**config.mk**
```make
export PLATFORM = sky130hd
export DESIGN_NAME = crop_season_degree_day_tracker_unit
export DESIGN_NICKNAME = d
export VERILOG_FILES = /design/src/hw/rtl/csddt_pkg.sv /design/src/hw/rtl/crop_season_degree_day_tracker_unit.sv
export SDC_FILE = /design/constraint.sdc
export NUM_CORES = 1
export LEC_CHECK = 0
export BUFFER_PORTS_ARGS = -buffer_cell sky130_fd_sc_hd__buf_2
export CAP_MARGIN = 40
export CORE_MARGIN = 3
export CORE_UTILIZATION = 40
export CTS_BUF_LIST = sky130_fd_sc_hd__clkbuf_16
export DETAILED_ROUTE_END_ITERATION = 16
export GPL_TIMING_DRIVEN = 0
export PLACE_DENSITY = 0.57
export SLEW_MARGIN = 20
export SYNTH_ARGS = -nofsm -noshare
export SYNTH_HDL_FRONTEND = slang
export SYNTH_SLANG_ARGS = --single-unit
```
**constraint.sdc**
```tcl
create_clock -name aclk -period 13.36 [get_ports aclk]
set_input_delay 0.668 -clock aclk [delete_from_list [all_inputs] [get_ports aclk]]
set_output_delay 0.668 -clock aclk [all_outputs]
set_load 0.01 [all_outputs]
```
**src/hw/rtl/csddt_pkg.sv**
```systemverilog
`timescale 1ns / 1ps
// Shared constants for the crop season degree day tracker.
// Holds field widths, event codes and configuration register indexes; no dependencies.
package csddt_pkg;

    localparam int TEMP_W  = 12;
    localparam int DOY_W   = 9;
    localparam int YEAR_W  = 12;
    localparam int DAYS_W  = 10;
    localparam int DD_W    = 24;
    localparam int MEAN_W  = TEMP_W + 1;

    // Start days beyond this one mark a winter crop.
    localparam logic [DOY_W-1:0] WINTER_DAY = DOY_W'(182);
    localparam logic [DOY_W-1:0] FIRST_DAY  = DOY_W'(1);

    typedef enum logic [1:0] {
        EV_NONE     = 2'd0,
        EV_START    = 2'd1,
        EV_BUDBREAK = 2'd2,
        EV_MATURITY = 2'd3
    } event_code_t;

    localparam int CFG_IDX_W = 3;
    localparam int CFG_DATA_W = 12;

    typedef enum logic [CFG_IDX_W-1:0] {
        CFG_PERENNIAL = 3'd0,
        CFG_BASE      = 3'd1,
        CFG_CUTOFF    = 3'd2,
        CFG_START_DAY = 3'd3,
        CFG_SEASON    = 3'd4
    } cfg_index_t;

endpackage

```
**src/hw/rtl/crop_season_degree_day_tracker_unit.sv**
```systemverilog
`timescale 1ns / 1ps
// Top level of the crop season degree day tracker: one daily record in, one result out.
// Depends on csddt_pkg for widths, event codes and register indexes.

// The block takes one daily weather record per cycle and delivers exactly one result per
// record, in the cycle after the input transaction, through an output register; a new record
// is taken in the same cycle in which a waiting result is taken, so the sustained rate is
// one record per clock while m_tready is high. All work for a record (degree day update,
// season start search, maturity count) is one pass of combinational logic into the state
// and result registers. The spring start window is tracked with a shift line of daily
// means and a running sum, so no adder tree over the window is needed. Configuration writes
// are accepted in every cycle and should only be issued while no record is in flight.
module crop_season_degree_day_tracker_unit #(
    parameter int WINDOW_LEN = 7,
    parameter int ACCUM_BITS = 24
) (
    input  logic        aclk,
    input  logic        aresetn,
    // Input record channel.
    input  logic        s_tvalid,
    output logic        s_tready,
    // s_tdata: temp_max[11:0], temp_min[23:12], day_of_year[32:24], year_number[44:33]
    input  logic [47:0] s_tdata,
    // Result channel.
    output logic        m_tvalid,
    input  logic        m_tready,
    // m_tdata: event_day[8:0], degree_days[32:9], season_active[33]
    output logic [39:0] m_tdata,
    // m_tuser: event_code[1:0]
    output logic [1:0]  m_tuser,
    // Configuration write channel.
    input  logic        cfg_valid,
    output logic        cfg_ready,
    input  logic [csddt_pkg::CFG_IDX_W-1:0]  cfg_index,
    input  logic [csddt_pkg::CFG_DATA_W-1:0] cfg_data
);

    localparam int TW     = csddt_pkg::TEMP_W;
    localparam int MW     = csddt_pkg::MEAN_W;
    localparam int DW     = csddt_pkg::DOY_W;
    localparam int YW     = csddt_pkg::YEAR_W;
    localparam int CW     = csddt_pkg::DAYS_W;
    localparam int OW     = csddt_pkg::DD_W;
    localparam int FILL_W = $clog2(WINDOW_LEN + 1);
    localparam int WS_W   = MW + 1 + $clog2(WINDOW_LEN);
    localparam int SAT_W  = (ACCUM_BITS > OW) ? ACCUM_BITS : OW;

    // Configuration registers.
    logic                 perennial_reg;
    logic signed [TW-1:0] base_reg;
    logic signed [TW-1:0] cutoff_reg;
    logic [DW-1:0]        start_day_reg;
    logic [CW-1:0]        season_days_reg;

    // Tracker state.
    logic [ACCUM_BITS-1:0] dd_sum_reg, dd_sum_next;
    logic [CW-1:0]         days_reg, days_next;
    logic                  season_on_reg, season_on_next;
    logic                  warm_found_reg, warm_found_next;
    logic [FILL_W-1:0]     fill_reg, fill_next;
    logic [YW-1:0]         finished_reg, finished_next;
    logic signed [WS_W-1:0] win_sum_reg, win_sum_next;
    logic signed [MW-1:0]  win_reg [WINDOW_LEN];
    logic                  win_push;

    // Result register.
    logic                  m_tvalid_reg;
    csddt_pkg::event_code_t code_reg, code_next;
    logic [DW-1:0]         eday_reg, eday_next;
    logic [OW-1:0]         edd_reg, edd_next;
    logic                  active_reg;

    logic accept;

    // Input fields.
    logic signed [TW-1:0] temp_max;
    logic signed [TW-1:0] temp_min;
    logic [DW-1:0]        day_of_year;
    logic [YW-1:0]        year_number;

    assign temp_max    = $signed(s_tdata[11:0]);
    assign temp_min    = $signed(s_tdata[23:12]);
    assign day_of_year = s_tdata[32:24];
    assign year_number = s_tdata[44:33];

    assign s_tready  = !m_tvalid_reg || m_tready;
    assign accept    = s_tvalid && s_tready;
    assign cfg_ready = 1'b1;

    // Degree day arithmetic, all in 1/32 degree C.
    logic signed [MW-1:0]   mean2;
    logic signed [MW-1:0]   base2;
    logic signed [MW-1:0]   cut2;
    logic signed [MW-1:0]   capped;
    logic signed [MW:0]     incr;
    logic                   warm_day;
    logic [ACCUM_BITS-1:0]  acc_in;
    logic signed [ACCUM_BITS+1:0] acc_sum;
    logic [ACCUM_BITS-1:0]  acc_out;

    assign mean2  = $signed({temp_max[TW-1], temp_max}) + $signed({temp_min[TW-1], temp_min});
    assign base2  = $signed({base_reg, 1'b0});
    assign cut2   = $signed({cutoff_reg, 1'b0});
    assign capped = (mean2 > cut2) ? cut2 : mean2;
    assign incr   = $signed({capped[MW-1], capped}) - $signed({base2[MW-1], base2});
    assign warm_day = mean2 > base2;
    assign acc_sum = $signed({2'b00, acc_in})
                   + $signed({{(ACCUM_BITS + 1 - MW){incr[MW]}}, incr});

    // The sum stops at zero and at its top value.
    always_comb begin
        if (!warm_day) begin
            acc_out = acc_in;
        end else if (acc_sum[ACCUM_BITS+1]) begin
            acc_out = '0;
        end else if (acc_sum[ACCUM_BITS]) begin
            acc_out = '1;
        end else begin
            acc_out = acc_sum[ACCUM_BITS-1:0];
        end
    end

    // Start window: running sum of the last WINDOW_LEN daily means.
    logic                    win_full;
    logic signed [WS_W-1:0]  mean_ext;
    logic signed [WS_W-1:0]  oldest_ext;
    logic signed [WS_W-1:0]  win_sum_push;
    logic [FILL_W-1:0]       fill_push;
    logic signed [WS_W-1:0]  win_limit;
    logic                    win_warm;

    assign win_full   = fill_reg == FILL_W'(WINDOW_LEN);
    assign mean_ext   = WS_W'(mean2);
    assign oldest_ext = WS_W'(win_reg[0]);
    assign win_limit  = $signed(WS_W'(WINDOW_LEN)) * $signed(WS_W'(base2));

    always_comb begin
        if (win_full) begin
            win_sum_push = win_sum_reg - oldest_ext + mean_ext;
            fill_push    = fill_reg;
        end else if (fill_reg == '0) begin
            win_sum_push = mean_ext;
            fill_push    = FILL_W'(1);
        end else begin
            win_sum_push = win_sum_reg + mean_ext;
            fill_push    = fill_reg + FILL_W'(1);
        end
    end

    assign win_warm = (fill_push == FILL_W'(WINDOW_LEN)) && (win_sum_push > win_limit);

    // Per-record update.
    logic                  is_first_day;
    logic                  is_winter;
    logic                  season_mid;
    logic [CW-1:0]         days_mid;
    logic                  use_edd;
    logic [ACCUM_BITS-1:0] edd_acc;
    logic [SAT_W-1:0]      edd_wide;

    assign is_first_day = day_of_year == csddt_pkg::FIRST_DAY;
    assign is_winter    = start_day_reg > csddt_pkg::WINTER_DAY;

    always_comb begin
        dd_sum_next     = dd_sum_reg;
        days_next       = days_reg;
        season_on_next  = season_on_reg;
        warm_found_next = warm_found_reg;
        fill_next       = fill_reg;
        win_sum_next    = win_sum_reg;
        finished_next   = finished_reg;
        win_push        = 1'b0;
        code_next       = csddt_pkg::EV_NONE;
        eday_next       = '0;
        use_edd         = 1'b0;
        edd_acc         = '0;
        acc_in          = dd_sum_reg;
        season_mid      = season_on_reg;
        days_mid        = days_reg;

        if (perennial_reg) begin
            if (year_number != finished_reg) begin
                if (is_first_day) begin
                    acc_in = '0;
                end else if (day_of_year == start_day_reg) begin
                    code_next  = csddt_pkg::EV_BUDBREAK;
                    eday_next  = day_of_year;
                    edd_acc    = dd_sum_reg;
                    use_edd    = 1'b1;
                    acc_in     = '0;
                    season_mid = 1'b1;
                    days_mid   = '0;
                end
                dd_sum_next    = acc_out;
                season_on_next = season_mid;
                days_next      = days_mid;
                if (season_mid) begin
                    if (days_mid < season_days_reg) begin
                        days_next = days_mid + CW'(1);
                    end else begin
                        code_next      = csddt_pkg::EV_MATURITY;
                        eday_next      = day_of_year;
                        edd_acc        = acc_out;
                        use_edd        = 1'b1;
                        season_on_next = 1'b0;
                        finished_next  = year_number;
                    end
                end
            end
        end else if (year_number != finished_reg || is_winter) begin
            if (is_first_day) begin
                warm_found_next = 1'b0;
            end else if (season_on_reg) begin
                fill_next = '0;
                if (days_reg < season_days_reg) begin
                    dd_sum_next = acc_out;
                    days_next   = days_reg + CW'(1);
                end else begin
                    code_next      = csddt_pkg::EV_MATURITY;
                    eday_next      = day_of_year;
                    edd_acc        = dd_sum_reg;
                    use_edd        = 1'b1;
                    season_on_next = 1'b0;
                    finished_next  = year_number;
                end
            end else begin
                if (is_winter) begin
                    season_on_next = day_of_year > start_day_reg;
                end else begin
                    win_push        = 1'b1;
                    fill_next       = fill_push;
                    win_sum_next    = win_sum_push;
                    warm_found_next = warm_found_reg || win_warm;
                    season_on_next  = warm_found_next && (day_of_year >= start_day_reg);
                end
                if (season_on_next) begin
                    days_next   = '0;
                    dd_sum_next = '0;
                    code_next   = csddt_pkg::EV_START;
                    eday_next   = day_of_year;
                    edd_acc     = '0;
                    use_edd     = 1'b1;
                end
            end
        end

        if (!use_edd) begin
            edd_acc = dd_sum_next;
        end
        edd_wide = SAT_W'(edd_acc);
        if (edd_wide > SAT_W'({OW{1'b1}})) begin
            edd_next = '1;
        end else begin
            edd_next = edd_wide[OW-1:0];
        end
    end

    // Configuration writes.
    always_ff @(posedge aclk) begin
        if (!aresetn) begin
            perennial_reg   <= 1'b0;
            base_reg        <= '0;
            cutoff_reg      <= TW'(480);
            start_day_reg   <= DW'(90);
            season_days_reg <= CW'(120);
        end else if (cfg_valid && cfg_ready) begin
            unique case (cfg_index)
                csddt_pkg::CFG_PERENNIAL: perennial_reg   <= cfg_data[0];
                csddt_pkg::CFG_BASE:      base_reg        <= $signed(cfg_data[TW-1:0]);
                csddt_pkg::CFG_CUTOFF:    cutoff_reg      <= $signed(cfg_data[TW-1:0]);
                csddt_pkg::CFG_START_DAY: start_day_reg   <= cfg_data[DW-1:0];
                csddt_pkg::CFG_SEASON:    season_days_reg <= cfg_data[CW-1:0];
                default: ;
            endcase
        end
    end

    // Tracker state and result valid.
    always_ff @(posedge aclk) begin
        if (!aresetn) begin
            dd_sum_reg     <= '0;
            days_reg       <= '0;
            season_on_reg  <= 1'b0;
            warm_found_reg <= 1'b0;
            fill_reg       <= '0;
            win_sum_reg    <= '0;
            finished_reg   <= '0;
            m_tvalid_reg   <= 1'b0;
        end else begin
            if (accept) begin
                dd_sum_reg     <= dd_sum_next;
                days_reg       <= days_next;
                season_on_reg  <= season_on_next;
                warm_found_reg <= warm_found_next;
                fill_reg       <= fill_next;
                win_sum_reg    <= win_sum_next;
                finished_reg   <= finished_next;
                m_tvalid_reg   <= 1'b1;
            end else if (m_tready) begin
                m_tvalid_reg   <= 1'b0;
            end
        end
    end

    // Window shift line and result payload.
    always_ff @(posedge aclk) begin
        if (accept && win_push) begin
            for (int i = 0; i < WINDOW_LEN - 1; i++) begin
                win_reg[i] <= win_reg[i+1];
            end
            win_reg[WINDOW_LEN-1] <= mean2;
        end
        if (accept) begin
            code_reg   <= code_next;
            eday_reg   <= eday_next;
            edd_reg    <= edd_next;
            active_reg <= season_on_next;
        end
    end

    assign m_tvalid = m_tvalid_reg;
    assign m_tuser  = code_reg;
    assign m_tdata  = {6'b0, active_reg, edd_reg, eday_reg};

endmodule

```
==> results.txt, run 1 <==
- The slowest stage of the critical path belongs to the cell sky130_fd_sc_hd__nor2_1.
* Flip-flop count of the largest register, all copies and words added: 91
* Worst Hold Launch: s_tvalid
- Power spread over the standard cell area amounts to 150 mW/mm^2.
* Delay of the slowest cell on the worst path: just under 700 ps
- Of the cells placed in the final design, the portion with a size suffix greater than 1 is 0.115.
- In the final routed layout, each cell accounts on average for 19.8 um.
- For the final routed database, the setup TNS stands at 0 ps.
- Worst IR drop on VDD: 0.0975 mV
- Data on the critical path is required at its endpoint by 13,670 ps.
* Number of cell rows: 76
- Via count: 14,800
- Summed over all cells, the static leakage comes to 8.25 nW.
* Least-Margin Pin Slew: slightly below 900 ps
- Number of search-and-repair iterations in the first detailed-routing pass: 5
* Top-area cell type share of the netlist area: 0.217
- In this run the post-CTS setup repair buffer count came out at 0.
- CTS built an H-tree with a depth of 1.
* Cts repair resizes: 0
* Worst Skew: 23.1 ps
- First-iteration detailed-routing DRC count: approximately 1,100
- Post-Place Cells: 2,620
* Synth top area cells: sky130_fd_sc_hd__edfxtp_1 (22%), sky130_fd_sc_hd__dfxtp_1 (13%), sky130_fd_sc_hd__ha_1 (12%)
* Chip Height: 215 um
- In the finished design, the share of the clock period the worst path needs comes to 0.647.
* Final critical delay including setup and external delays: 8650 ps
* Global-route wire length before repair: 82,200 um
* Vias in the first global route: between 10,000 and 15,000
- RD Place Congestion: 0.910
- In the global route stage, overall resource usage came out at 0.222.
* DP Area: ~0.019 sq mm
- Post-synth EDFFs: 127
- Top cell type by total area after synthesis: sky130_fd_sc_hd__edfxtp_1
- Startpoint types: primary input
- In this run the horizontal extent of the chip is 215 um.
* Residual DRC count: 0
- The region available for standard cell placement spans 0.0432 sq mm.
- Hold timing on the final database bottoms out at a slack of 358 ps.
- Critical Path Sink Type: flip-flop
- By instance count, the leading cell after synthesis is sky130_fd_sc_hd__nand2_1.
- The flow ran to the end, and the final reports show no timing, DRC or antenna violations.
- TritonCTS built the clock tree.
- The root buffer cell chosen for the clock tree is sky130_fd_sc_hd__clkbuf_16.
- Total power for the finished layout comes to 2.99 mW.
- Of the total synthesized cell area, the portion taken by full adders, half adders and majority gates is 0.180.
- Number of buffers inserted for hold repair after clock tree synthesis: 0
- Total number of clock tree sinks: 240
- The number of clock buffers added by TritonCTS is 28.
* R2r startpoint: cutoff_reg[1]$_SDFFE_PN0P_
* Arrival time worst endpoint: 8950 ps
* Number of nets in the finished design: 2,355
- The synthesized netlist occupies a cell area of ~0.018 sq mm.
- Startpoint-to-endpoint class of the critical path: primary input to flip-flop
- Along the worst path, the maximum fanout reaches 13.
* Prevailing post-synth register cell: sky130_fd_sc_hd__edfxtp_1
- Worst-skew pair later-pin latency: 560 ps
* Largest family of logic cells by synthesized area: compound AO/OA/AOI/OAI gates
- The floorplan step defined a die boundary enclosing about 0.046 sq mm.
* Hold Crit Class: primary input to flip-flop
- IO buf count: 101
* Sequential element share of the synthesized area: 0.346
* Number of buffers between clock root and the deepest sink: 3
- The number of antenna diodes in the final layout is 0.
- List of most frequent post-synthesis cells: sky130_fd_sc_hd__nand2_1 (201), sky130_fd_sc_hd__ha_1 (169), sky130_fd_sc_hd__a21oi_1 (160)
- Half-perimeter wire length after detailed placement: 40,900 um
- Number of vias per cell after detailed routing: 5.54
- The number of pins with negative max-slew slack in the final report came to 0.
* Initial antenna violation count: 0
* Setup repair after global routing missed its margin: false
- In this run the remaining antenna-violating nets after routing total 0.
* Synth Area in Compound Gates: 0.205
- Synthesis instantiated about 100 different standard cells from the library.
* Max-capacitance violation count: 0
- Asr flop ratio synth: 0
- In the synthesized netlist, the number of instances is 1,916.
- The area growth from synthesis to layout is 14.0%.
- Post-synthesis sequential element count: 240
- Setup violations remaining at the end of the flow were counted as 0.
* Max frequency: 116 MHz
- The hold violation count in the final report is 0.
- Fraction of synthesized area in multiplexers: 0.0153
- Initial Util: 0.406
- Number of placed I/O pins: 113
- Largest net degree at the start of global routing: 36
- Yosys printed 0 warnings.
- After global routing the overflow that remains totals 0.
* Tightest slew margin relative to the limit: 0.413
- Total non-filler cell area in the finished layout: 0.0200 sq mm
- After detailed routing, the total wire length is 52,800 um.
* Synth Area in XOR/XNOR: 0.0429
* Share of synthesized cell area in and, or, nand and nor gates: 0.157
* Mean Syn Cell Area: 9.16 sq um
* Crit. Startpoint: s_tdata[0]
* Final standard cell count with taps included and fillers excluded: 2,672
- After clock tree synthesis, the clock-pin slew on the worst setup and hold paths is around 60 ps.
-- final cells by class --
type / instances / area, sq um
multi-input combinational: 1450 / 10600
buffer: 79 / 377
timing repair buffer: 115 / 703
fill: 4202 / 23200
inverter: 152 / 571
tap: 585 / 732
clock buffer: 29 / 726
clock inverter: 22 / 216
sequential: 240 / 6080
-- power breakdown --
group	switching, mW	internal, mW
Sequential	0.0311	0.845
Clock	0.318	0.469
Combinational	0.826	0.505
-- path summary, 6_finish.rpt --
kind	slack, ps	depth (start not counted)	end
worst min-delay path	360	3	m_tvalid$_SDFFE_PN0P_
worst min register to register	420	0	win_reg[1][3]$_DFFE_PP_
worst max register to register	6170	25	edd_reg[13]$_SDFFCE_PN1P_
worst max-delay path	4710	31	edd_reg[13]$_SDFFCE_PN1P_
-- kinds of logic after synthesis --
family / after synthesis
adders and majority gates: 221
DFF: 240
other: 2
xor gates and xnor gates: 86
AOI/OAI and AO/OA: 539
buffers and inverters: 231
muxes: 25
and+or+nand+nor: 572
-- worst max-delay path, delay by kind of cell --
family,cells,cell delay (ps)
AO/OA/AOI/OAI,10,2220
adder cells (fa/ha/maj),5,1790
buffers and inverters,5,1160
multiplexers,3,970
AND/OR/NAND/NOR,8,2120
-- through the flow --
step	worst slack [ps]	util
after floorplan	5540	-
after global placement	3400	0.435
after detailed placement	4230	0.441
after CTS	4800	0.463
after global routing	4160	0.463
final	4710	0.463
-- layer usage --
layer | track usage | part of all wire | vias up
met2 | 0.385 | 0.48 | 411
li1 | - | - | 7208
met1 | 0.293 | 0.44 | 7088
met5 | 0 | 0 | -
met3 | 0.0237 | 0.042 | 93
met4 | 0.0701 | 0.034 | 0
-- cell usage in the layout, fill, tap and decap left out, types with 8 or more instances in the layout --
| cell type | count |
|---|---|
| sky130_fd_sc_hd__buf_4 | 13 |
| sky130_fd_sc_hd__nand3_1 | 52 |
| sky130_fd_sc_hd__nand4_1 | 23 |
| sky130_fd_sc_hd__o31ai_1 | 10 |
| sky130_fd_sc_hd__and3_1 | 18 |
| sky130_fd_sc_hd__clkbuf_16 | 29 |
| sky130_fd_sc_hd__xor2_1 | 28 |
| sky130_fd_sc_hd__nor3_1 | 39 |
| sky130_fd_sc_hd__ha_1 | 169 |
| sky130_fd_sc_hd__a21o_1 | 26 |
| sky130_fd_sc_hd__inv_1 | 153 |
| sky130_fd_sc_hd__or3_1 | 16 |
| sky130_fd_sc_hd__a31oi_1 | 19 |
| sky130_fd_sc_hd__nand2b_1 | 15 |
| sky130_fd_sc_hd__xnor2_1 | 53 |
| sky130_fd_sc_hd__nand2_1 | 201 |
| sky130_fd_sc_hd__buf_2 | 108 |
| sky130_fd_sc_hd__a22oi_1 | 24 |
| sky130_fd_sc_hd__nor2b_1 | 33 |
| sky130_fd_sc_hd__nor2_1 | 111 |
| sky130_fd_sc_hd__o21a_1 | 26 |
| sky130_fd_sc_hd__mux2i_1 | 11 |
| sky130_fd_sc_hd__o21ai_0 | 100 |
| sky130_fd_sc_hd__a21oi_1 | 160 |
| sky130_fd_sc_hd__a211oi_1 | 24 |
| sky130_fd_sc_hd__edfxtp_1 | 127 |
| sky130_fd_sc_hd__dfxtp_1 | 113 |
| sky130_fd_sc_hd__and2_1 | 24 |
| sky130_fd_sc_hd__o211ai_1 | 27 |
| sky130_fd_sc_hd__fa_1 | 52 |
| sky130_fd_sc_hd__o21bai_1 | 11 |
| sky130_fd_sc_hd__clkbuf_1 | 56 |
| sky130_fd_sc_hd__mux2_2 | 14 |
| sky130_fd_sc_hd__buf_6 | 8 |
No activity file was read; power rests on OpenSTA's default activity.
==> run 2: changes to the inputs <==
--- a/config.mk
+++ b/config.mk
@@ -5,6 +5,7 @@
 export SDC_FILE = /design/constraint.sdc
 export NUM_CORES = 1
 export LEC_CHECK = 0
+export ABC_AREA = 1
 export BUFFER_PORTS_ARGS = -buffer_cell sky130_fd_sc_hd__buf_2
 export CAP_MARGIN = 40
 export CORE_MARGIN = 3
@@ -12,7 +13,7 @@
 export CTS_BUF_LIST = sky130_fd_sc_hd__clkbuf_16
 export DETAILED_ROUTE_END_ITERATION = 16
 export GPL_TIMING_DRIVEN = 0
-export PLACE_DENSITY = 0.57
+export PLACE_DENSITY = 0.56
 export SLEW_MARGIN = 20
 export SYNTH_ARGS = -nofsm -noshare
 export SYNTH_HDL_FRONTEND = slang
==> constraint.sdc (replaced) <==
create_clock -name aclk -period 8.8 [get_ports aclk]
set_input_delay 0.44 -clock aclk [delete_from_list [all_inputs] [get_ports aclk]]
set_output_delay 0.44 -clock aclk [all_outputs]
set_load 0.01 [all_outputs]
==> run 2 against run 1 <==
Compared with the run above: routed wire length up 16%; non-clock buffer count up 9; critical path depth up 7; clock power up 60%; clock skew up 2.4 ps; hold slack worse by 240 ps; utilization down 0.13 points; critical endpoint is now edd_reg[6]$_SDFFCE_PN1P_.
==> results.txt, run 2 <==
- The flow ran to the end, and the final reports show no timing, DRC or antenna violations.
- Area of the die: 0.0521 sq mm
- The routed layout has 18,700 vias.
* Seq pwr share: 0.237
- The die is 228 um tall.
- Hold timing on the final database bottoms out at a slack of 114 ps.
- The cell family contributing the most delay on the critical path is simple AND/OR/NAND/NOR gates.
- In this run the power spent charging and discharging nets is 2.70 mW.
- Number of library cell types mapped by synthesis: 53
* Least-Margin Pin Slew: 865 ps
- Worst Skew: between 20 and 30 ps
- Averaged over all synthesized cells, the footprint is 7.15 sq um.
* Grt ovf: 0
- Synth Area in Compound Gates: 0.131
- For the worst setup path, the data required time is 9090 ps.
* Initial antenna violation count: 0
- The number of pins with negative max-slew slack in the final report was 0.
- Hold violation total from the final report: 0
- Across the VDD grid, the largest voltage drop is 0.168 mV.
- Number of buffers inserted for hold repair after clock tree synthesis: 0
* CP Buf/Inv Count: 5
- Overall routing resource usage: 0.229
- Once detail routing completed, the nets flagged for antenna violations numbered 0.
- For this design the top-level I/O count stands at 113.
- Summed over all layers, the routed wires come to 61,500 um.
* Setup fix buffers added after clock tree synthesis: 0
- Top cell type by total area after synthesis: sky130_fd_sc_hd__edfxtp_1
- Row generation in the floorplan step produced 80 rows.
* Delay of the slowest cell on the worst path: about 700 ps
- RD Place Congestion: 0.931
* List of most frequent post-synthesis cells: sky130_fd_sc_hd__nand2_1 (721), sky130_fd_sc_hd__inv_1 (426), sky130_fd_sc_hd__nand3_1 (217)
- For this run, global-route usage on met1 was measured as 0.305.
- Yosys instantiated no cell more often than sky130_fd_sc_hd__nand2_1.
- The tightest min-delay check is of the primary input to flip-flop type.
- Layout cells sized above 1: 0.0844
- The largest individual stage delay along the critical path comes from the cell sky130_fd_sc_hd__inv_1.
- After detailed placement, the total cell area comes to 0.0213 sq mm.
- Critical Path Sink Type: flip-flop
- Final core utilization: 0.462
- Of the total synthesized cell area, the portion taken by full adders, half adders and majority gates is 0.160.
- Max frequency: 134 MHz
- Startpoint-to-endpoint class of the critical path: primary input to flip-flop
- Initial Util: 0.410
* Number of nets in the finished design: 3,205
- The via count of the first global-routing pass was around 18,000.
- After detailed routing, the number of remaining DRC violations is 0.
- Worst-skew pair later-pin latency: between 500 and 600 ps
- Total CTS buffers: 30
- In the routed layout, each cell is associated on average with a via count of 5.20.
* Synth top area cells: sky130_fd_sc_hd__edfxtp_1 (19%), sky130_fd_sc_hd__nand2_1 (14%), sky130_fd_sc_hd__dfxtp_1 (11%)
* Number of search-and-repair iterations in the first detailed-routing pass: 8
- Crit path max fanout: 15
- Total of warnings raised by yosys: 0
* Synth Area in XOR/XNOR: 0.0239
- Counting flops with a built-in enable in the synthesized netlist gives between 100 and 150.
* Share of synthesized cell area in and, or, nand and nor gates: 0.272
* Clock H-tree levels: 1
* Flip-flop count of the largest register, all copies and words added: 91
- Post-synthesis instance area: between 0.015 and 0.02 sq mm
* Global-route wire length before repair: 96,800 um
- Half-perimeter wire length after detailed placement: 48,500 um
- The core region is between 0.04 and 0.05 sq mm.
- Clock network fraction of design power: 0.216
- The tree is rooted in a sky130_fd_sc_hd__clkbuf_16.
* Max-capacitance violation count: 0
- STA classifies the critical path startpoint as a primary input.
- In this run, synthesis produced a sequential element count of 240.
- Synthesis produced 2,766 cells.
* FILL cells: 4,963
- Power spread over the standard cell area amounts to 261 mW/mm^2.
- Total number of clock tree sinks: 240
* Chip width: between 200 and 250 um
* Final count of negative-setup-slack endpoints: 0
* Asr flop ratio synth: 0
* Most frequent standard cell in the layout excluding fill and tap cells: sky130_fd_sc_hd__nand2_1
- Clock-pin slew was measured on the worst setup and hold paths at 60 ps.
* Met2 track demand over resource in global routing: 0.384
- After synthesis, the largest family of logic cells by area is simple AND/OR/NAND/NOR gates.
* Number of buffers between clock root and the deepest sink: 3
- During placement, the flow inserted port buffers numbering 102.
- Met3 Use GR: 0.0250
* Arrival time worst endpoint: between 7000 and 8000 ps
- Setup repair after global routing missed its margin: false
- Cell internal pwr: 3.11 mW
- TritonCTS clock tree: yes
- The global routing stage identified its most utilized layer as met2.
- Commonest cells after routing, fill and taps aside: sky130_fd_sc_hd__nand2_1 (721), sky130_fd_sc_hd__inv_1 (432), sky130_fd_sc_hd__nand3_1 (217), sky130_fd_sc_hd__nor2_1 (200), sky130_fd_sc_hd__a21oi_1 (179)
- Sequential element share of the synthesized area: 0.307
* Area growth from synthesis to layout: 12.7%
- Tightest slew margin relative to the limit: 0.422
- Final critical delay including setup and external delays: 7460 ps
- After detailed routing, the average wire length per cell comes to roughly 17 um.
- Entering global routing, the biggest net connects 73 pins.
- Gates resized during post-CTS repair numbered 0.
* First-iteration detailed-routing DRC count: 1,241
* Prevailing post-synth register cell: sky130_fd_sc_hd__edfxtp_1
* Sw Share: 0.464
- Of the total power, combinational logic draws 0.547.
* Fin crit share: 0.847
- Counting stages on the worst path, the most repeated cell is sky130_fd_sc_hd__nand2_1.
- Top-area cell type share of the netlist area: 0.193
- In this run the static leakage power is about 11 nW.
- Of the post-synthesis cell area, the part taken by muxes is 0.
- After routing the design area is 0.0223 sq mm.
run 2: area by class of cell:
class / instances / area (sq um) / area share
well taps: 656 / 821 / 0.0368
repair buffers: 113 / 637 / 0.0286
inverters: 438 / 1640 / 0.0738
clock buffers: 31 / 776 / 0.0348
plain buffers: 90 / 467 / 0.0209
clock inverters: 24 / 221 / 0.00994
diodes: 1 / 2.50 / 0.000112
flip-flops and latches: 240 / 6080 / 0.273
multi-input cells: 2003 / 11600 / 0.522
run 2: cells by family after synthesis:
family,count (synthesis)
AOI/OAI and AO/OA,454
xor gates and xnor gates,54
adders and majority gates,221
buffers and inverters,528
DFF,240
other,2
and+or+nand+nor,1267
run 2: per-layer routing:
layer	up-vias	share of wire
met2	567	0.46
met1	8643	0.45
met3	134	0.056
li1	9346	-
met5	-	0
met4	0	0.039
run 2: metrics by stage:
step                      worst slack [ps]  instances  total power, mW  setup TNS, ps
after floorplan                       1470       2771             3.64              0
after global placement               -1010       3529             4.48         -40920
after detailed placement               841       3539             4.54              0
after CTS                             1430       3594             5.83              0
after global routing                   748       3595             6.33              0
final                                 1340       3596             5.81              0
run 2: final timing paths:
check | startpoint | cells past startpoint | end | slack (ps)
setup / recovery | s_tdata[0] | 38 | edd_reg[6]$_SDFFCE_PN1P_ | 1340
setup reg to reg | win_sum_reg[1]$_SDFFE_PN0P_ | 30 | edd_reg[5]$_SDFFCE_PN1P_ | 3200
hold reg to reg | win_reg[6][9]$_DFFE_PP_ | 0 | win_reg[5][9]$_DFFE_PP_ | 410
hold / removal | s_tdata[40] | 3 | finished_reg[7]$_SDFFE_PN0P_ | 110
run 2: power by group through the flow:
stage / Clock [mW] / Combinational, mW / Sequential, mW
2_1_floorplan: 0 / 2.25 / 1.39
3_3_place_gp: 0 / 3.08 / 1.40
3_5_place_dp: 0 / 3.14 / 1.40
4_1_cts: 1.29 / 3.16 / 1.38
5_1_grt: 1.33 / 3.61 / 1.39
6_report: 1.26 / 3.18 / 1.38
run 2: worst register-to-register path: cells and delay by family (launching register included):
| kind | cells | cell delay, ps |
|---|---|---|
| buf+inv | 3 | 360 |
| fa+ha+maj | 3 | 1350 |
| simple gates | 17 | 1900 |
| flops | 1 | 360 |
| compound gates | 7 | 1320 |
